<file path="src/rtl/mwra_pkg.sv">
package mwra_pkg;

  // Store and field sizes
  localparam int MASK_ENTRIES = 1024;
  localparam int MASK_IDX_W   = $clog2(MASK_ENTRIES);
  localparam int ENTRY_W      = 10;
  localparam int WEIGHT_W     = 16;
  localparam int PIX_W        = 8;
  localparam int PROD_W       = WEIGHT_W + PIX_W;

  // Accumulator widths; sums wrap at these widths
  localparam int CH_ACC_W     = 34;
  localparam int WT_ACC_W     = 26;

  // Averages are clamped to 0..255, so eight quotient bits plus a saturation test
  localparam int QUOT_BITS    = PIX_W;
  localparam int QIDX_W       = $clog2(QUOT_BITS);
  localparam int STEP_W       = $clog2(QUOT_BITS + 1);
  localparam int NUM_CH       = 3;

  // Window-sum queue between front and back
  localparam int QUEUE_DEPTH  = 4;
  localparam int QPTR_W       = $clog2(QUEUE_DEPTH);
  localparam int QCNT_W       = $clog2(QUEUE_DEPTH + 1);

  typedef enum logic [0:0] {
    OP_LOAD  = 1'b0,
    OP_PIXEL = 1'b1
  } op_t;

  // One closed window: three channel sums and the weight sum
  typedef struct packed {
    logic [CH_ACC_W-1:0] red_sum;
    logic [CH_ACC_W-1:0] green_sum;
    logic [CH_ACC_W-1:0] blue_sum;
    logic [WT_ACC_W-1:0] weight_sum;
  } sums_t;

  // Queue write side toward the front
  typedef struct packed {
    logic  push;
    sums_t data;
  } qwr_t;

  // Queue read side toward the back
  typedef struct packed {
    logic  valid;
    sums_t data;
  } qrd_t;

endpackage

</file>
<file path="src/rtl/mwra_queue.sv">
module mwra_queue (
  input  logic           clk,
  input  logic           rst_n,
  input  mwra_pkg::qwr_t q_wr,
  output logic           q_full,
  input  logic           q_pop,
  output mwra_pkg::qrd_t q_rd
);
  import mwra_pkg::*;

  sums_t             slot_r [QUEUE_DEPTH];
  logic [QPTR_W-1:0] wr_ptr_r;
  logic [QPTR_W-1:0] rd_ptr_r;
  logic [QCNT_W-1:0] count_r;
  logic              do_push;
  logic              do_pop;

  assign q_full     = (count_r == QCNT_W'(QUEUE_DEPTH));
  assign q_rd.valid = (count_r != '0);
  assign q_rd.data  = slot_r[rd_ptr_r];
  assign do_push    = q_wr.push && !q_full;
  assign do_pop     = q_pop && q_rd.valid;

  // Store the pushed word
  always_ff @(posedge clk) begin
    if (do_push) begin
      slot_r[wr_ptr_r] <= q_wr.data;
    end
  end

  // Advance pointers and count
  always_ff @(posedge clk) begin
    if (!rst_n) begin
      wr_ptr_r <= '0;
      rd_ptr_r <= '0;
      count_r  <= '0;
    end else begin
      if (do_push) begin
        wr_ptr_r <= (32'(wr_ptr_r) == QUEUE_DEPTH - 1) ? '0 : wr_ptr_r + 1'b1;
      end
      if (do_pop) begin
        rd_ptr_r <= (32'(rd_ptr_r) == QUEUE_DEPTH - 1) ? '0 : rd_ptr_r + 1'b1;
      end
      unique case ({do_push, do_pop})
        2'b10:   count_r <= count_r + 1'b1;
        2'b01:   count_r <= count_r - 1'b1;
        default: count_r <= count_r;
      endcase
    end
  end

`ifndef SYNTHESIS
  a_no_push_full: assert property (@(posedge clk) disable iff (!rst_n)
    q_wr.push |-> !q_full)
    else $error("window sums pushed into a full queue");
  a_no_pop_empty: assert property (@(posedge clk) disable iff (!rst_n)
    q_pop |-> q_rd.valid)
    else $error("pop from an empty queue");
`endif

endmodule

</file>
<file path="config.mk">
export PLATFORM = sky130hd
export DESIGN_NAME = mwra_queue
export DESIGN_NICKNAME = d
export VERILOG_FILES = /design/src/rtl/mwra_pkg.sv /design/src/rtl/mwra_queue.sv
export SDC_FILE = /design/constraint.sdc
export NUM_CORES = 1
export LEC_CHECK = 0
export BUFFER_PORTS_ARGS = -buffer_cell sky130_fd_sc_hd__clkbuf_2
export CORE_MARGIN = 8
export CORE_UTILIZATION = 45
export DETAILED_ROUTE_END_ITERATION = 10
export GPL_ROUTABILITY_DRIVEN = 0
export HOLD_SLACK_MARGIN = 0.08
export PLACE_DENSITY = 0.71
export SKIP_LAST_GASP = 1
export SLEW_MARGIN = 10
export SYNTH_ARGS = -nofsm -noshare
export SYNTH_HDL_FRONTEND = slang
export SYNTH_SLANG_ARGS = --single-unit
</file>
<file path="constraint.sdc">
create_clock -name clk -period 4.8 [get_ports clk]
set_input_delay 0.96 -clock clk [delete_from_list [all_inputs] [get_ports clk]]
set_output_delay 0.96 -clock clk [all_outputs]
set_load 0.02 [all_outputs]
</file>
==> results of run 1 <==
==> cell type report <==
type                            count  share of cell area, %
Timing Repair Buffer              279                   6.95
Tap cell                          539                   2.99
Inverter                            7                  0.117
Clock buffer                       69                   6.15
Multi-Input combinational cell    166                   14.0
Clock inverter                     22                  0.732
Sequential cell                   521                   69.0
==> flip-flops by register name (all words and copies together), names as in the netlist, named ones only <==
register	cells
slot_r	512
rd_ptr_r	2
wr_ptr_r	2
count_r	3
==> power by group <==
part | internal [mW] | total (mW) | switching, mW
clock network | 2.13 | 3.68 | 1.55
logic | 1.24 | 2.92 | 1.69
registers | 5.50 | 5.70 | 0.196
==> path summary, 6_finish.rpt <==
check,startpoint,to,slack (ps),cells after the start
max,flip-flop,q_rd[1],1250,3
min,wr_ptr_r[1],wr_ptr_r[1],510,2
min reg2reg,wr_ptr_r[1],wr_ptr_r[1],510,2
max reg2reg,count_r[0],slot_r[2][122],2190,4
==> critical path, delay by kind of cell (launching register included) <==
family	cells	cell delay, ps
flops	1	910
buf+inv	2	580
mux	1	530
==> kinds of logic after synthesis <==
family | Yosys count
flops | 521
mux | 130
buf+inv | 37
simple gates | 21
fa+ha+maj | 7
compound gates | 6
xor+xnor | 2
==> per-stage QoR <==
step                setup WS (ps)  util, %
finish                       1250     53.9
CTS                          1070     53.9
global placement             1680     50.2
detailed placement           1630     50.2
floorplan                    17.2        -
global route                 1010     53.9
==> layer usage <==
| layer | wire length (um) | track usage, % | vias up |
|---|---|---|---|
| met5 | 18 | 0 | - |
| met4 | 589 | 3.46 | 4 |
| met3 | 2280 | 4.40 | 43 |
| met2 | 18000 | 24.0 | 227 |
| met1 | 15100 | 19.1 | 4454 |
| li1 | - | - | 3734 |
==> cell usage in the layout (no fill, tap or decap), types with 3 or more instances in the layout <==
master	Yosys	final
edfxtp_1	512	512
clkbuf_2	0	261
mux4_2	128	128
clkbuf_16	0	53
clkbuf_1	3	16
buf_12	10	10
clkinv_1	0	8
buf_4	0	8
inv_1	7	7
nand2_1	7	7
clkinv_2	0	7
dfxtp_1	9	7
ha_1	6	6
and2_4	0	4
o21ai_0	4	4
clkinvlp_4	0	3
==> summary.md, run 1 <==
| Metric | Value |
|---|---|
| Status | finished clean |
| Cell Area, Placed | 21000 um^2 |
| CP cell instances | buf_4 > mux4_2 > clkbuf_2 |
| Endpoints failing setup | 0 |
| Nets@finish | 1165 |
| Slew Limit Fails | 0 |
| Post-synth top flop | edfxtp_1 |
| Worst rel slew slack | 43.3% |
| Sequential cell area | 15600 um^2 |
| Vias in the first global route | 9037 |
| Mux share of post-synthesis cell area | 15.2% |
| Slew @ Worst Pin | 851 ps |
| Diode count | 0 |
| Synthesized cell area | 19100 um^2 |
| Multi-input gate area | 3170 um^2 |
| Worst-Skew Late Latency | 570 ps |
| Fillcell total | 3192 |
| Final HPWL DP | 22.2 mm |
| MaxCap Viol Count | 0 |
| CTS Buf Count | 51 |
| Clock Sinks | 521 |
| CP max stage cell | dfxtp_4 |
| Die footprint | 49200 um^2 |
| Max Clock Freq | 0.281 GHz |
| RSZ-0062 raised after global routing | false |
| Synthesized-area fraction occupied by and/or/nand/nor cells | 0.565% |
| Crit path largest cell delay | 910 ps |
| Worst Path Max Fanout | 38 |
| Leakage | 7.55 nW |
| Power per cell area | 545 nW/um^2 |
| CP startpoint kind | flip-flop |
| Count leader, synth | edfxtp_1 |
| Total track usage | 14.6% |
| Num rows | 75 |
| Post-Route Setup TNS | 0 ps |
| First-pass GRT wire length | 55.4 mm |
| Total power | 12.3 mW |
| Adder-Cell Fraction of Synth Area | 0.499% |
| Worst hold slack | 508 ps |
| CTS Buffer Depth | 3 |
| DRC violations left | 0 |
| Post-route design area | 22500 um^2 |
| Boundary Pins | 262 |
| Warnings, synthesis | 0 |
| Min-delay worst type | flip-flop to flip-flop |
| Die W | 222 um |
| Drt pass-1 iters | 4 |
| WS Path Type | flip-flop to primary output |
| Input/output buffers | 261 |
| FF+latch count, synth | 521 |
| Synth Area in Compound Gates | 0.184% |
| Total grt overflow | 0 |
| Top-area cell type share of the netlist area | 80.7% |
| 1st-iter DRT viols | 619 |
| Syn Area/Cell | 26.3 um^2 |
| Peak supply drop | 0.000382 V |
| Arrival @ worst endpoint | 2590 ps |
| Routed vias/inst | 5.28 |
| Hold_buf cts | 0 |
| CTS tree | built |
| Number of flops mapped to enable cells by yosys | 512 |
| Clock Skew | 18.4 ps |
| Dominant cells by area after synthesis | edfxtp_1 (81%), mux4_2 (15%), buf_12 (1.1%) |
| Synthesized netlist cell count | 724 |
| Critical path required time | 3840 ps |
| H-tree Lvls | 2 |
| Post-CTS Setup Bufs | 0 |
| Non-filler cells, final | 1603 |
| Clock slew at reported path FFs | 50 ps |
| Post-route minimum period | 3550 ps |
| Share of synthesized registers carrying an async set or reset | 0% |
| Initial antenna violation count | 2 |
| Antenna Nets Post-Route | 0 |
| Share of layout cells above drive strength 1 | 45.1% |
| Crit share post-route | 74.0% |
| Initial core utilization | 45.5% |
| Synth area leader | edfxtp_1 |
| Syn_nets | 863 |
| Area grow syn2layout | 18.3% |
| Post-DR wirelength/cell | 22.5 um |
| Clock root buffer | clkbuf_16 |
| Worst Setup End Kind | primary output |
| XOR/XNOR Fraction of Synth Area | 0.0919% |
| Distinct cell type count after synthesis | 23 |
| Total number of vias | 8462 |
| Placed Cells | 1512 |
| Seq/Total Area, Yosys | 81.6% |
| Core ar. | 41900 um^2 |
| Post-CTS sizing | 0 |
| Die height | 222 um |
| Most frequent cells after synthesis | edfxtp_1 (512), mux4_2 (128), buf_2 (13), buf_12 (10), dfxtp_1 (9) |
| Detailed Route WL | 36.1 mm |
| Main combinational cell family by area after synthesis | multiplexers |
| Fin. Hold Viols | 0 |
| Largest net degree at the start of global routing | 82 |
(Power assumes the default switching activity.)
==> run 2, diff against run 1 <==
--- a/config.mk
+++ b/config.mk
@@ -5,13 +5,14 @@
 export SDC_FILE = /design/constraint.sdc
 export NUM_CORES = 1
 export LEC_CHECK = 0
+export ABC_AREA = 1
 export BUFFER_PORTS_ARGS = -buffer_cell sky130_fd_sc_hd__clkbuf_2
 export CORE_MARGIN = 8
 export CORE_UTILIZATION = 45
 export DETAILED_ROUTE_END_ITERATION = 10
 export GPL_ROUTABILITY_DRIVEN = 0
 export HOLD_SLACK_MARGIN = 0.08
-export PLACE_DENSITY = 0.71
+export PLACE_DENSITY = 0.69
 export SKIP_LAST_GASP = 1
 export SLEW_MARGIN = 10
 export SYNTH_ARGS = -nofsm -noshare
==> constraint.sdc (replaced) <==
create_clock -name clk -period 3.52 [get_ports clk]
set_input_delay 0.704 -clock clk [delete_from_list [all_inputs] [get_ports clk]]
set_output_delay 0.704 -clock clk [all_outputs]
set_load 0.02 [all_outputs]
==> run 2 against run 1 <==
  * Via count grew 38%
  * Clock skew decreased by 2.2 ps
  * Area after synthesis up 4.1%
  * Sequential power increased by 34%
  * Cell area up 3.1%
  * Setup slack got worse by 950 ps
  * Count of clock-buffer cells in the layout decreased by 3
  * Final cell count grew 37%
  * Total power is 49% higher
  * Non-clock buffer count is 2 higher
  * Sequential share of layout area shrank 2.1 points
==> summary.md, run 2 <==
| Metric | Value |
|---|---|
| Hold_buf cts | 0 |
| Peak supply drop | 0.000585 V |
| Distinct cell type count after synthesis | 24 |
| Arrival @ worst endpoint | 2520 ps |
| Worst rel slew slack | 37.1% |
| Antenna Nets Post-Route | 0 |
| Final core occ | 53.0% |
| RSZ-0062 raised after global routing | false |
| WL met3 | 2.85 mm |
| Worst hold slack | 346 ps |
| Synth area leader | edfxtp_1 |
| Seq/Total Area, Yosys | 78.4% |
| Top-area cell type share of the netlist area | 77.5% |
| Worst Path Max Fanout | 94 |
| 1st-iter DRT viols | 981 |
| Metal2 WL | 21.4 mm |
| Power per cell area | 787 nW/um^2 |
| Critical path required time | 2820 ps |
| Total power | 18.3 mW |
| Placed Cells | 2097 |
| Critical path buffer and inverter count | 2 |
| First-pass GRT wire length | 66.7 mm |
| Regs by FF count | slot_r (512), count_r (3) |
| Fillcell total | 3545 |
| Post-synth top flop | edfxtp_1 |
| Post-route minimum period | 3220 ps |
| Die W | 226 um |
| Area grow syn2layout | 17.1% |
| Syn Area/Cell | 15.2 um^2 |
| Top reg by flops | slot_r |
| Worst-Skew Late Latency | 570 ps |
| CTS tree | built |
| Boundary Pins | 262 |
| Post-CTS sizing | 0 |
| Clock root buffer | clkbuf_16 |
| FF+latch count, synth | 521 |
| Total track usage | 16.7% |
| Share of synthesized registers carrying an async set or reset | 0% |
| Post-CTS Setup Bufs | 0 |
| Clock slew at reported path FFs | 60 ps |
| Synthesized cell area | 19800 um^2 |
| Status | finished clean |
| Fin. Hold Viols | 0 |
| WS Path Type | flip-flop to primary output |
| Initial antenna violation count | 4 |
| Endpoints failing setup | 0 |
| DRC violations left | 0 |
| Number of flops mapped to enable cells by yosys | 512 |
| Slew Limit Fails | 0 |
| Total grt overflow | 0 |
| Crit share post-route | 91.6% |
| Share of layout cells above drive strength 1 | 27.3% |
| Worst Setup End Kind | primary output |
| Most frequent cells after synthesis | edfxtp_1 (512), nor2_1 (232), o21ai_0 (144), o21ai_1 (114), o22ai_1 (88) |
| Non-filler cells, final | 2189 |
| Slew @ Worst Pin | 943 ps |
| Clock Skew | 16.2 ps |
| Cell Area, Placed | 21700 um^2 |
| DR top layer | met5 |
| Final HPWL DP | 24.8 mm |
| Leakage | 8.11 nW |
| Synthesized netlist cell count | 1308 |
| Detailed Route WL | 44.1 mm |
| H-tree Lvls | 2 |
| CP startpoint kind | flip-flop |
| CP cell instances | buf_4 > o21ai_0 > o22ai_1 > clkbuf_2 |
| Die footprint | 51100 um^2 |
| Nets@finish | 1697 |
| Max Clock Freq | 0.310 GHz |
| Warnings, synthesis | 0 |
| Syn_nets | 1447 |
| Die height | 226 um |
| MaxCap Viol Count | 0 |
| Crit path largest cell delay | 710 ps |
| Min-delay worst type | primary input to flip-flop |
| Commonest non-fill, non-tap cell in the layout | edfxtp_1 |
| Delay-heaviest family, CP | buffers and inverters |
| CTS Buf Count | 51 |
| Most frequent cells in the layout | edfxtp_1 (512), clkbuf_2 (261), nor2_1 (228), o21ai_0 (144), o21ai_1 (114) |
| Total number of vias | 11700 |
| Post-DR wirelength/cell | 20.2 um |
| Routed vias/inst | 5.35 |
| Core ar. | 43800 um^2 |
| Input/output buffers | 261 |
| Num rows | 77 |
| CP max stage cell | buf_4 |
| CTS Buffer Depth | 3 |
| Largest register FFs | 512 |
| Vias in the first global route | 11700 |
| Post-route design area | 23200 um^2 |
| Drt pass-1 iters | 5 |
| Initial core utilization | 45.3% |
| Largest net degree at the start of global routing | 163 |
| Count leader, synth | edfxtp_1 |
| Clock Sinks | 521 |
| Dominant cells by area after synthesis | edfxtp_1 (77%), nor2_1 (4.4%), o21ai_0 (3.6%) |
| Wl on met1 | 19.0 mm |
-- run 2: final cells by class --
cell class                      instances  area, um^2  area share, %
Antenna cell                            1        2.50         0.0108
Clock buffer                           66        1380           5.91
Clock inverter                         25         198          0.850
Inverter                               18        77.6          0.334
Multi-Input combinational cell        685        3670           15.8
Sequential cell                       521       15600           66.9
Tap cell                              592         741           3.19
Timing Repair Buffer                  281        1620           6.96
-- run 2: logic make-up after synthesis --
kind of cell | after synthesis | synth area share, %
buffers and inverters | 102 | 3.27
flip-flops | 521 | 78.4
adder cells (fa/ha/maj) | 7 | 0.479
AND/OR/NAND/NOR | 289 | 6.00
AO/OA/AOI/OAI | 389 | 11.9
-- run 2: report_power, final --
group | internal [mW] | switching (mW) | leakage, nW
registers | 7.45 | 0.176 | 4.77
clock network | 2.96 | 2.18 | 0.760
logic | 1.62 | 3.90 | 2.58
-- run 2: worst paths after layout --
| check | from | cells after the start | to | slack (ps) |
|---|---|---|---|---|
| setup / recovery | flip-flop | 4 | q_rd[40] | 300 |
| hold / removal | q_wr[14] | 1 | slot_r[2][14] | 350 |
| setup reg to reg | count_r[1] | 10 | count_r[2] | 1380 |
| hold reg to reg | count_r[0] | 2 | count_r[0] | 530 |
-- run 2: per-layer routing --
metal,GRT usage [%],vias to the layer above
met4,4.75,6
met5,0,-
met1,21.8,5852
met3,3.95,69
li1,-,5448
met2,27.9,341
-- run 2: stage by stage --
| stage | worst slack, ps | setup TNS [ps] |
|---|---|---|
| after global routing | 96.9 | 0 |
| after floorplan | -1180 | -606090 |
| final | 296 | 0 |
| after global placement | 970 | 0 |
| after CTS | 253 | 0 |
| after detailed placement | 898 | 0 |
-- run 2: worst reg2reg max path: stages, from the launching register on --
cell	delay, ps
dfxtp_1	320
nor2_1	160
nand2_1	90
nand2_1	420
ha_1	270
inv_1	70
fa_1	390
nand2_1	100
nand4_1	100
nand2_1	80
nor2_1	40
