$ cat config.mk
export PLATFORM = sky130hd
export DESIGN_NAME = mwra_back
export DESIGN_NICKNAME = d
export VERILOG_FILES = /design/src/rtl/mwra_pkg.sv /design/src/rtl/mwra_back.sv
export SDC_FILE = /design/constraint.sdc
export NUM_CORES = 1
export LEC_CHECK = 0
export ABC_CLOCK_PERIOD_IN_PS = 6600
export BUFFER_PORTS_ARGS = -buffer_cell sky130_fd_sc_hd__buf_2
export CORE_MARGIN = 10
export CORE_UTILIZATION = 45
export DETAILED_ROUTE_END_ITERATION = 8
export PLACE_DENSITY = 0.73
export SLEW_MARGIN = 20
export SYNTH_ARGS = -nofsm -noshare
export SYNTH_HDL_FRONTEND = slang
export SYNTH_SLANG_ARGS = --single-unit
$ cat constraint.sdc
create_clock -name clk -period 6.6 [get_ports clk]
set_clock_uncertainty 0.2 [all_clocks]
set_input_delay 0.99 -clock clk [delete_from_list [all_inputs] [get_ports clk]]
set_output_delay 0.99 -clock clk [all_outputs]
set_load 0.02 [all_outputs]
$ cat src/rtl/mwra_pkg.sv
package mwra_pkg;

  // Store and field sizes
  localparam int MASK_ENTRIES = 1024;
  localparam int MASK_IDX_W   = $clog2(MASK_ENTRIES);
  localparam int ENTRY_W      = 10;
  localparam int WEIGHT_W     = 16;
  localparam int PIX_W        = 8;
  localparam int PROD_W       = WEIGHT_W + PIX_W;

  // Accumulator widths; sums wrap at these widths
  localparam int CH_ACC_W     = 34;
  localparam int WT_ACC_W     = 26;

  // Averages are clamped to 0..255, so eight quotient bits plus a saturation test
  localparam int QUOT_BITS    = PIX_W;
  localparam int QIDX_W       = $clog2(QUOT_BITS);
  localparam int STEP_W       = $clog2(QUOT_BITS + 1);
  localparam int NUM_CH       = 3;

  // Window-sum queue between front and back
  localparam int QUEUE_DEPTH  = 4;
  localparam int QPTR_W       = $clog2(QUEUE_DEPTH);
  localparam int QCNT_W       = $clog2(QUEUE_DEPTH + 1);

  typedef enum logic [0:0] {
    OP_LOAD  = 1'b0,
    OP_PIXEL = 1'b1
  } op_t;

  // One closed window: three channel sums and the weight sum
  typedef struct packed {
    logic [CH_ACC_W-1:0] red_sum;
    logic [CH_ACC_W-1:0] green_sum;
    logic [CH_ACC_W-1:0] blue_sum;
    logic [WT_ACC_W-1:0] weight_sum;
  } sums_t;

  // Queue write side toward the front
  typedef struct packed {
    logic  push;
    sums_t data;
  } qwr_t;

  // Queue read side toward the back
  typedef struct packed {
    logic  valid;
    sums_t data;
  } qrd_t;

endpackage

$ cat src/rtl/mwra_back.sv
module mwra_back (
  input  logic                       clk,
  input  logic                       rst_n,
  input  mwra_pkg::qrd_t             q_rd,
  output logic                       q_pop,
  output logic                       out_valid,
  input  logic                       out_stall,
  output logic [mwra_pkg::PIX_W-1:0] out_red_avg,
  output logic [mwra_pkg::PIX_W-1:0] out_green_avg,
  output logic [mwra_pkg::PIX_W-1:0] out_blue_avg,
  output logic                       out_empty_res
);
  import mwra_pkg::*;

  typedef enum logic [2:0] {
    ST_IDLE = 3'b001,
    ST_DIV  = 3'b010,
    ST_DONE = 3'b100
  } state_t;

  state_t              state_r;
  state_t              state_nxt;
  logic [STEP_W-1:0]   k_r;
  logic [WT_ACC_W-1:0] w_r;
  logic [CH_ACC_W-1:0] rem_r [NUM_CH];
  logic [PIX_W-1:0]    q_r   [NUM_CH];
  logic [NUM_CH-1:0]   sat_r;
  logic                empty_r;
  logic [CH_ACC_W-1:0] dvs;
  logic [NUM_CH-1:0]   ge;
  logic [PIX_W-1:0]    avg   [NUM_CH];
  logic                out_valid_r;
  logic                out_free;
  logic                load_out;

  // Divisor aligned to the current quotient bit; the top step tests for saturation
  assign dvs = CH_ACC_W'(w_r) << k_r;

  always_comb begin
    for (int c = 0; c < NUM_CH; c++) begin
      ge[c]  = (rem_r[c] >= dvs);
      avg[c] = sat_r[c] ? '1 : q_r[c];
    end
  end

  assign out_free = !out_valid_r || !out_stall;
  assign load_out = (state_r == ST_DONE) && out_free;
  assign q_pop    = (state_r == ST_IDLE) && q_rd.valid;

  // Sequence: take a window, divide bit by bit unless the weight sum is zero, hand off
  always_comb begin
    state_nxt = state_r;
    unique case (state_r)
      ST_IDLE: begin
        if (q_rd.valid) begin
          state_nxt = (q_rd.data.weight_sum == '0) ? ST_DONE : ST_DIV;
        end
      end
      ST_DIV: begin
        if (k_r == '0) begin
          state_nxt = ST_DONE;
        end
      end
      ST_DONE: begin
        if (out_free) begin
          state_nxt = ST_IDLE;
        end
      end
      default: state_nxt = ST_IDLE;
    endcase
  end

  always_ff @(posedge clk) begin
    if (!rst_n) begin
      state_r <= ST_IDLE;
    end else begin
      state_r <= state_nxt;
    end
  end

  // Restoring division, three channels side by side
  always_ff @(posedge clk) begin
    if (q_pop) begin
      k_r      <= STEP_W'(QUOT_BITS);
      w_r      <= q_rd.data.weight_sum;
      rem_r[0] <= q_rd.data.red_sum;
      rem_r[1] <= q_rd.data.green_sum;
      rem_r[2] <= q_rd.data.blue_sum;
      empty_r  <= (q_rd.data.weight_sum == '0);
      sat_r    <= '0;
      for (int c = 0; c < NUM_CH; c++) begin
        q_r[c] <= '0;
      end
    end else if (state_r == ST_DIV) begin
      k_r <= k_r - 1'b1;
      for (int c = 0; c < NUM_CH; c++) begin
        if (ge[c]) begin
          rem_r[c] <= rem_r[c] - dvs;
          if (k_r == STEP_W'(QUOT_BITS)) begin
            sat_r[c] <= 1'b1;
          end else begin
            q_r[c][k_r[QIDX_W-1:0]] <= 1'b1;
          end
        end
      end
    end
  end

  // Output register
  always_ff @(posedge clk) begin
    if (!rst_n) begin
      out_valid_r <= 1'b0;
    end else if (load_out) begin
      out_valid_r <= 1'b1;
    end else if (!out_stall) begin
      out_valid_r <= 1'b0;
    end
  end

  always_ff @(posedge clk) begin
    if (load_out) begin
      out_red_avg   <= avg[0];
      out_green_avg <= avg[1];
      out_blue_avg  <= avg[2];
      out_empty_res <= empty_r;
    end
  end

  assign out_valid = out_valid_r;

`ifndef SYNTHESIS
  a_div_ends: assert property (@(posedge clk) disable iff (!rst_n)
    (state_r == ST_DIV && k_r == '0) |=> (state_r == ST_DONE))
    else $error("division did not finish after the last quotient bit");
  a_pop_idle: assert property (@(posedge clk) disable iff (!rst_n)
    q_pop |=> (state_r == ST_DIV || state_r == ST_DONE))
    else $error("window taken without starting its division");
`endif

endmodule

==> key figures, run 1 <==
GRT
  – Initial antenna violation count: 0
  – First-pass GRT wire length: 60.53 mm
  – Vias in the first global route: 11.54k
  – All-layer global routing usage: 19.40%
  – GRT overflow: 0
  – Largest net degree at the start of global routing: 76

Worst hold path
  – Hold Crit Class: flop to flop

Drt
  – Initial DRC Count: 976
  – Post-DR wirelength/cell: 20.22 um
  – DR DRC count: 0
  – Final ANT Viol Nets: 0
  – Final wirelength: 39.51 mm
  – Pre-Repair DR Iteration Count: 5
  – Vias per Instance: 5.948
  – DR vias: 11.62k

Critical path
  – Most frequent CP cell: a21o_1
  – Crit path largest cell delay: 0.87 ns
  – CP top delay family: compound AO/OA/AOI/OAI gates
  – CP Launch Type: flop
  – Slowest CP cell: dfxtp_1
  – CP Data Required Time: 6.62 ns
  – Crit path cell chain: mux4_2 > mux2i_1 > nor2_1 > a31oi_1 > ha_1 > a21o_1 > a21o_1 > a21oi_2 > o22a_1 > a31oi_4 > a311oi_2 > o31a_1 > a31o_4 > buf_12 > mux2_2
  – Critical Path End Type: flop
  – Worst Path Max Fanout: 75
  – Worst EP arrival: 6.04 ns
  – Worst Path Buf+Inv: 1
  – Type of the worst setup path: flop to flop

Clocking
  – CTS max path bufs: 2
  – H-tree level count: 4
  – Hold Buf Count CTS: 0
  – Clk_lat worst skew: 0.47 ns
  – CTS tree: built
  – CTS Buf Count: 17
  – CTS Root Cell: clkbuf_16
  – # resized after CTS: 0
  – CTS clk-pin slew, worst paths: 0.09 ns
  – CTS Sinks: 189
  – Post-CTS setup buffers: 0

Die
  – Io pins: 159
  – Die Wd: 199.9 um
  – Cell Rows: 65
  – Initial Util: 45.91%
  – Die area: 39,950 um2
  – Height of the die: 199.9 um
  – Core ar.: 31,720 um2

Synth
  – Top cell type by total area after synthesis: edfxtp_1
  – Post-synthesis net count: 1,634
  – Synthesized area: 14,560 um2
  – Synth area leaders: edfxtp_1, ha_1, mux2_4, a21oi_1, mux2_2
  – Yosys warns: 0
  – Unique masters post-synth: 77
  – Mean Syn Cell Area: 10.43 um2
  – Yosys top cell area share: 36.71%
  – Synth Instances: 1,396
  – #FFs+latches synth: 189
  – Register area share after synthesis: 38.22%
  – Synth Flop Type: edfxtp_1
  – Async set-reset flop share out of synthesis: 0%
  – Post-synth EDFFs: 178

Timing
  – Setup TNS: 0 ns
  – Slew HR: 27.29%
  – Hold violation count in the final report: 0
  – Final setup vio count: 0
  – Fmax: 165.9 MHz
  – Slew Viols, Final: 0
  – Final worst path period share: 91.32%
  – Min Tclk post-route: 6.027 ns
  – Worst-margin pin slew: 1.079 ns
  – RSZ-0062 raised after global routing: no

Power and ir drop
  – Leak: 6.863 nW
  – Pwr per Cell Area: 452.9 nW/um2
  – IR Drop Worst-Case VDD: 0.2666 mV
  – Pwr Total: 7.413 mW

Run
  – Max-cap violations: 0

Status
  – Status: completed

Placement
  – # port buffers: 158
  – GP Congestion: 0.9367
  – Post-DP HPWL: 30.90 mm

Final layout
  – Number of diodes: 0
  – Area growth from synthesis to layout: 12.42%
  – Commonest non-fill, non-tap cell in the layout: edfxtp_1
  – Nets@finish: 1,777
  – Commonest cells after routing, fill and taps aside: edfxtp_1, buf_2, a21oi_1
  – Share of layout cells above drive strength 1: 24.87%
final timing paths:
path / end / from / slack, ns / cells after the start
min reg2reg: out_empty_res / empty_r / 0.23 / 0
max: rem_r[0][4] / k_r[0] / 0.57 / 15
max reg2reg: rem_r[0][4] / k_r[0] / 0.57 / 15
min: out_empty_res / empty_r / 0.23 / 0
per-layer routing:
metal | share of wire, % | GRT usage [%]
met1 | 44 | 24.24
met2 | 47 | 32.76
met5 | 0 | 0
met4 | 3.3 | 7.712
met3 | 6.2 | 3.315
Yosys cell counts, types with 4 or more instances:
library cell,number
nor2b_1,20
o31a_1,7
nor4_1,11
mux2_4,63
xnor2_1,53
nor2_1,82
o211ai_1,12
o31ai_1,12
a22o_1,4
xor2_1,31
or2_2,33
a21oi_1,114
and3_1,13
o21ai_0,97
nand2b_1,15
a211oi_1,13
buf_12,7
o21ai_1,5
nand3_1,26
mux4_2,9
edfxtp_1,178
mux2i_1,26
nor3_1,23
clkbuf_1,42
a21o_1,50
nand2_1,96
or3_1,11
inv_1,36
dfxtp_1,11
a31oi_1,11
mux2_2,47
and2_1,7
ha_1,103
o21a_1,21
a311oi_1,4
nand4_1,22
o21bai_1,13
layout make-up:
class                      instances  area (um2)
clock inverter                    15       210.2
inverter                          39       146.4
tap                              402       503.0
multi-input combinational       1113        8546
timing repair buffer             179       973.4
clock buffer                      17       425.4
fill                            2862       15350
sequential                       189        5565
power breakdown:
group          switching, mW  leakage, nW  internal [mW]
sequential             0.109         1.81           1.62
clock                  0.559        0.307          0.557
combinational           2.72         4.75           1.85
total                   3.39         6.86           4.02
registers in the layout, indices dropped and copies added, names as in the netlist:
signal,flops
empty_r,1
k_r,4
out_blue_avg,8
out_empty_res,1
out_green_avg,8
out_red_avg,8
out_valid,1
q_r,24
rem_r,102
sat_r,3
state_r,3
w_r,26
cell families after synthesis:
family                     count (synthesis)  synth area share [%]
xor gates and xnor gates                  84                 5.052
buffers and inverters                     94                 3.368
and+or+nand+nor                          372                 12.65
muxes                                    146                 13.39
AOI/OAI and AO/OA                        405                 18.06
adders and majority gates                106                 9.263
DFF                                      189                 38.22
per-stage QoR:
| stage | worst slack (ns) | hold slack [ns] | utilization [%] | instances | instance area [um2] |
|---|---|---|---|---|---|
| after global placement | 0.7313 | 0.2035 | 49.57 | 1922 | 15720 |
| after CTS | 0.6388 | 0.2283 | 51.60 | 1954 | 16370 |
| after floorplan | 0.04493 | 0.2003 | - | 1396 | 14560 |
| final | 0.5727 | 0.2258 | 51.61 | 1954 | 16370 |
| after detailed placement | 0.6507 | 0.2111 | 49.60 | 1922 | 15730 |
| after global routing | 0.2156 | 0.2471 | 51.61 | 1954 | 16370 |
Power figures use the tool's default switching activity.
==> inputs of run 2 (changes only) <==
Settings changed: MAX_ROUTING_LAYER set to met4.
==> run 2 against run 1 <==
Against the previous run:
- register-to-register slack got worse by 0.02 ns
- sequential share of layout area about the same
- via count decreased by 0.76%
- total power decreased by 0.53%
- hold slack improved by 0.0013 ns
- global-route usage increased by 0.60 points
- largest cell class unchanged
- die area unchanged
- wire length decreased by 0.38%
- highest routed layer unchanged
- non-clock buffer count unchanged
==> key figures, run 2 (synthesis gave the netlist of run 1 again) <==
Final layout
  – Register with the most flip-flops: rem_r
  – Share of layout cells above drive strength 1: 24.81%
  – Area growth from synthesis to layout: 12.33%
  – Non-Filler Instances: 1,954
  – Leading registers by flop count: rem_r x102, w_r x26, q_r x24
  – Fin util: 51.57%
  – Max reg flops: 102
  – Commonest cells after routing, fill and taps aside: edfxtp_1, buf_2, a21oi_1
  – Final instance area: 16,360 um2
  – Nets@finish: 1,777
  – Number of diodes: 0
  – Commonest non-fill, non-tap cell in the layout: edfxtp_1

Critical path
  – Crit path largest cell delay: 0.80 ns
  – CP Launch Type: flop
  – Worst EP arrival: 6.06 ns
  – Worst Path Max Fanout: 75
  – Reg2Reg Launch Point: k_r[0]
  – Slowest CP cell: dfxtp_1
  – Most frequent CP cell: a21o_1
  – Critical path startpoint: k_r[0]
  – Critical Path End Type: flop
  – Crit Reg-Reg Endpoint: rem_r[0][101]
  – CP top delay family: compound AO/OA/AOI/OAI gates
  – Crit path cell chain: inv_1 > mux2_2 > nand2_1 > nand2_1 > o21ai_0 > ha_1 > a21o_1 > a21o_1 > a21o_1 > o31a_1 > a211oi_1 > o31a_1 > a31o_4 > buf_12 > mux2_2
  – Type of the worst setup path: flop to flop
  – R2R depth: 15
  – Worst Path Buf+Inv: 2
  – CP Data Required Time: 6.61 ns
  – Reg2Reg Setup Slack: 0.55 ns

GRT
  – Initial antenna violation count: 0
  – Vias in the first global route: 11.22k
  – All-layer global routing usage: 20.00%
  – GRT overflow: 0
  – First-pass GRT wire length: 60.11 mm
  – Largest net degree at the start of global routing: 76

Placement
  – Placed cell count: 1,922
  – # port buffers: 158
  – Placed inst area: 15,730 um2
  – Post-DP HPWL: 30.72 mm
  – GP Congestion: 0.9345
  – Pre-CTS WS: 0.6462 ns

Timing
  – Final setup vio count: 0
  – Setup TNS: 0 ns
  – Fmax: 165.3 MHz
  – Worst-margin pin slew: 1.066 ns
  – Slew Viols, Final: 0
  – Hold violation count in the final report: 0
  – Final worst path period share: 91.68%
  – Min Tclk post-route: 6.051 ns
  – WHS: 0.2271 ns
  – Worst Slack Setup Final: 0.5490 ns
  – RSZ-0062 raised after global routing: no
  – Slew HR: 27.09%

Power and ir drop
  – IR Drop Worst-Case VDD: 0.2411 mV
  – Leak: 6.856 nW
  – Pwr Total: 7.374 mW
  – Pwr per Cell Area: 450.8 nW/um2

Die
  – Cell Rows: 65
  – Core ar.: 31,720 um2
  – Initial Util: 45.91%
  – Io pins: 159
  – Die Wd: 199.9 um
  – Height of the die: 199.9 um
  – Die area: 39,950 um2

Run
  – Max-cap violations: 0

Drt
  – DR vias: 11.53k
  – Post-DR wirelength/cell: 20.14 um
  – Initial DRC Count: 945
  – Pre-Repair DR Iteration Count: 8
  – Final wirelength: 39.36 mm
  – Vias per Instance: 5.903
  – DR DRC count: 0
  – Final ANT Viol Nets: 0

Clocking
  – Post-CTS setup buffers: 0
  – CTS Sinks: 189
  – Clk_lat worst skew: 0.47 ns
  – CTS clk-pin slew, worst paths: 0.08 ns
  – CTS tree: built
  – CTS max path bufs: 2
  – CTS Buf Count: 17
  – # resized after CTS: 0
  – Hold Buf Count CTS: 0
  – CTS Root Cell: clkbuf_16
  – H-tree level count: 4

Worst hold path
  – WHS Endpoint: out_empty_res
  – Hold Crit Class: flop to flop
  – Worst hold stages: 0
  – Hold_sp: empty_r

Status
  – Status: completed
## run 2: changes by cell type in the layout (fill, tap and decap cells not counted)
cell      change
inv_12        -2
clkinv_8      +1
clkbuf_1      +1
## run 2: worst max path at each step
stage                                to  slack [ns]  cells after the start
after floorplan             rem_r[0][0]        0.04                     16
after global placement    rem_r[0][101]        0.85                     15
after detailed placement      q_r[0][1]        0.65                     15
after CTS                     q_r[2][4]        0.61                     15
after global routing      rem_r[0][101]        0.33                     15
final                     rem_r[0][101]        0.55                     15
## run 2: area by class of cell
class                           count  area, um2
Fill cell                        2881      15360
Multi-Input combinational cell   1113       8546
Sequential cell                   189       5565
Inverter                           39      146.4
Tap cell                          402      503.0
Clock buffer                       18      429.2
Clock inverter                     14      193.9
Timing Repair Buffer              179      973.4
## run 2: report_power, final
part | leakage, nW | internal, mW | total, mW | switching, mW
Clock | 0.301 | 0.550 | 1.10 | 0.547
Sequential | 1.81 | 1.62 | 1.73 | 0.110
Combinational | 4.75 | 1.85 | 4.55 | 2.70
## run 2: worst register-to-register path: stages, from the launching register on
cell and delay, ns:
dfxtp_1 0.80, inv_1 0.45, mux2_2 0.40, nand2_1 0.07
nand2_1 0.07, o21ai_0 0.53, ha_1 0.44, a21o_1 0.21
a21o_1 0.16, a21o_1 0.18, o31a_1 0.34, a211oi_1 0.22
o31a_1 0.38, a31o_4 0.39, buf_12 0.43, mux2_2 0.53
## run 2: layer usage
| metal | track usage, % | vias up | wire (um) |
|---|---|---|---|
| met5 | - | - | 0 |
| met4 | 6.197 | 0 | 840 |
| met3 | 2.545 | 52 | 2219 |
| met2 | 32.76 | 428 | 18670 |
| met1 | 25.38 | 5464 | 17630 |
| li1 | - | 5590 | - |
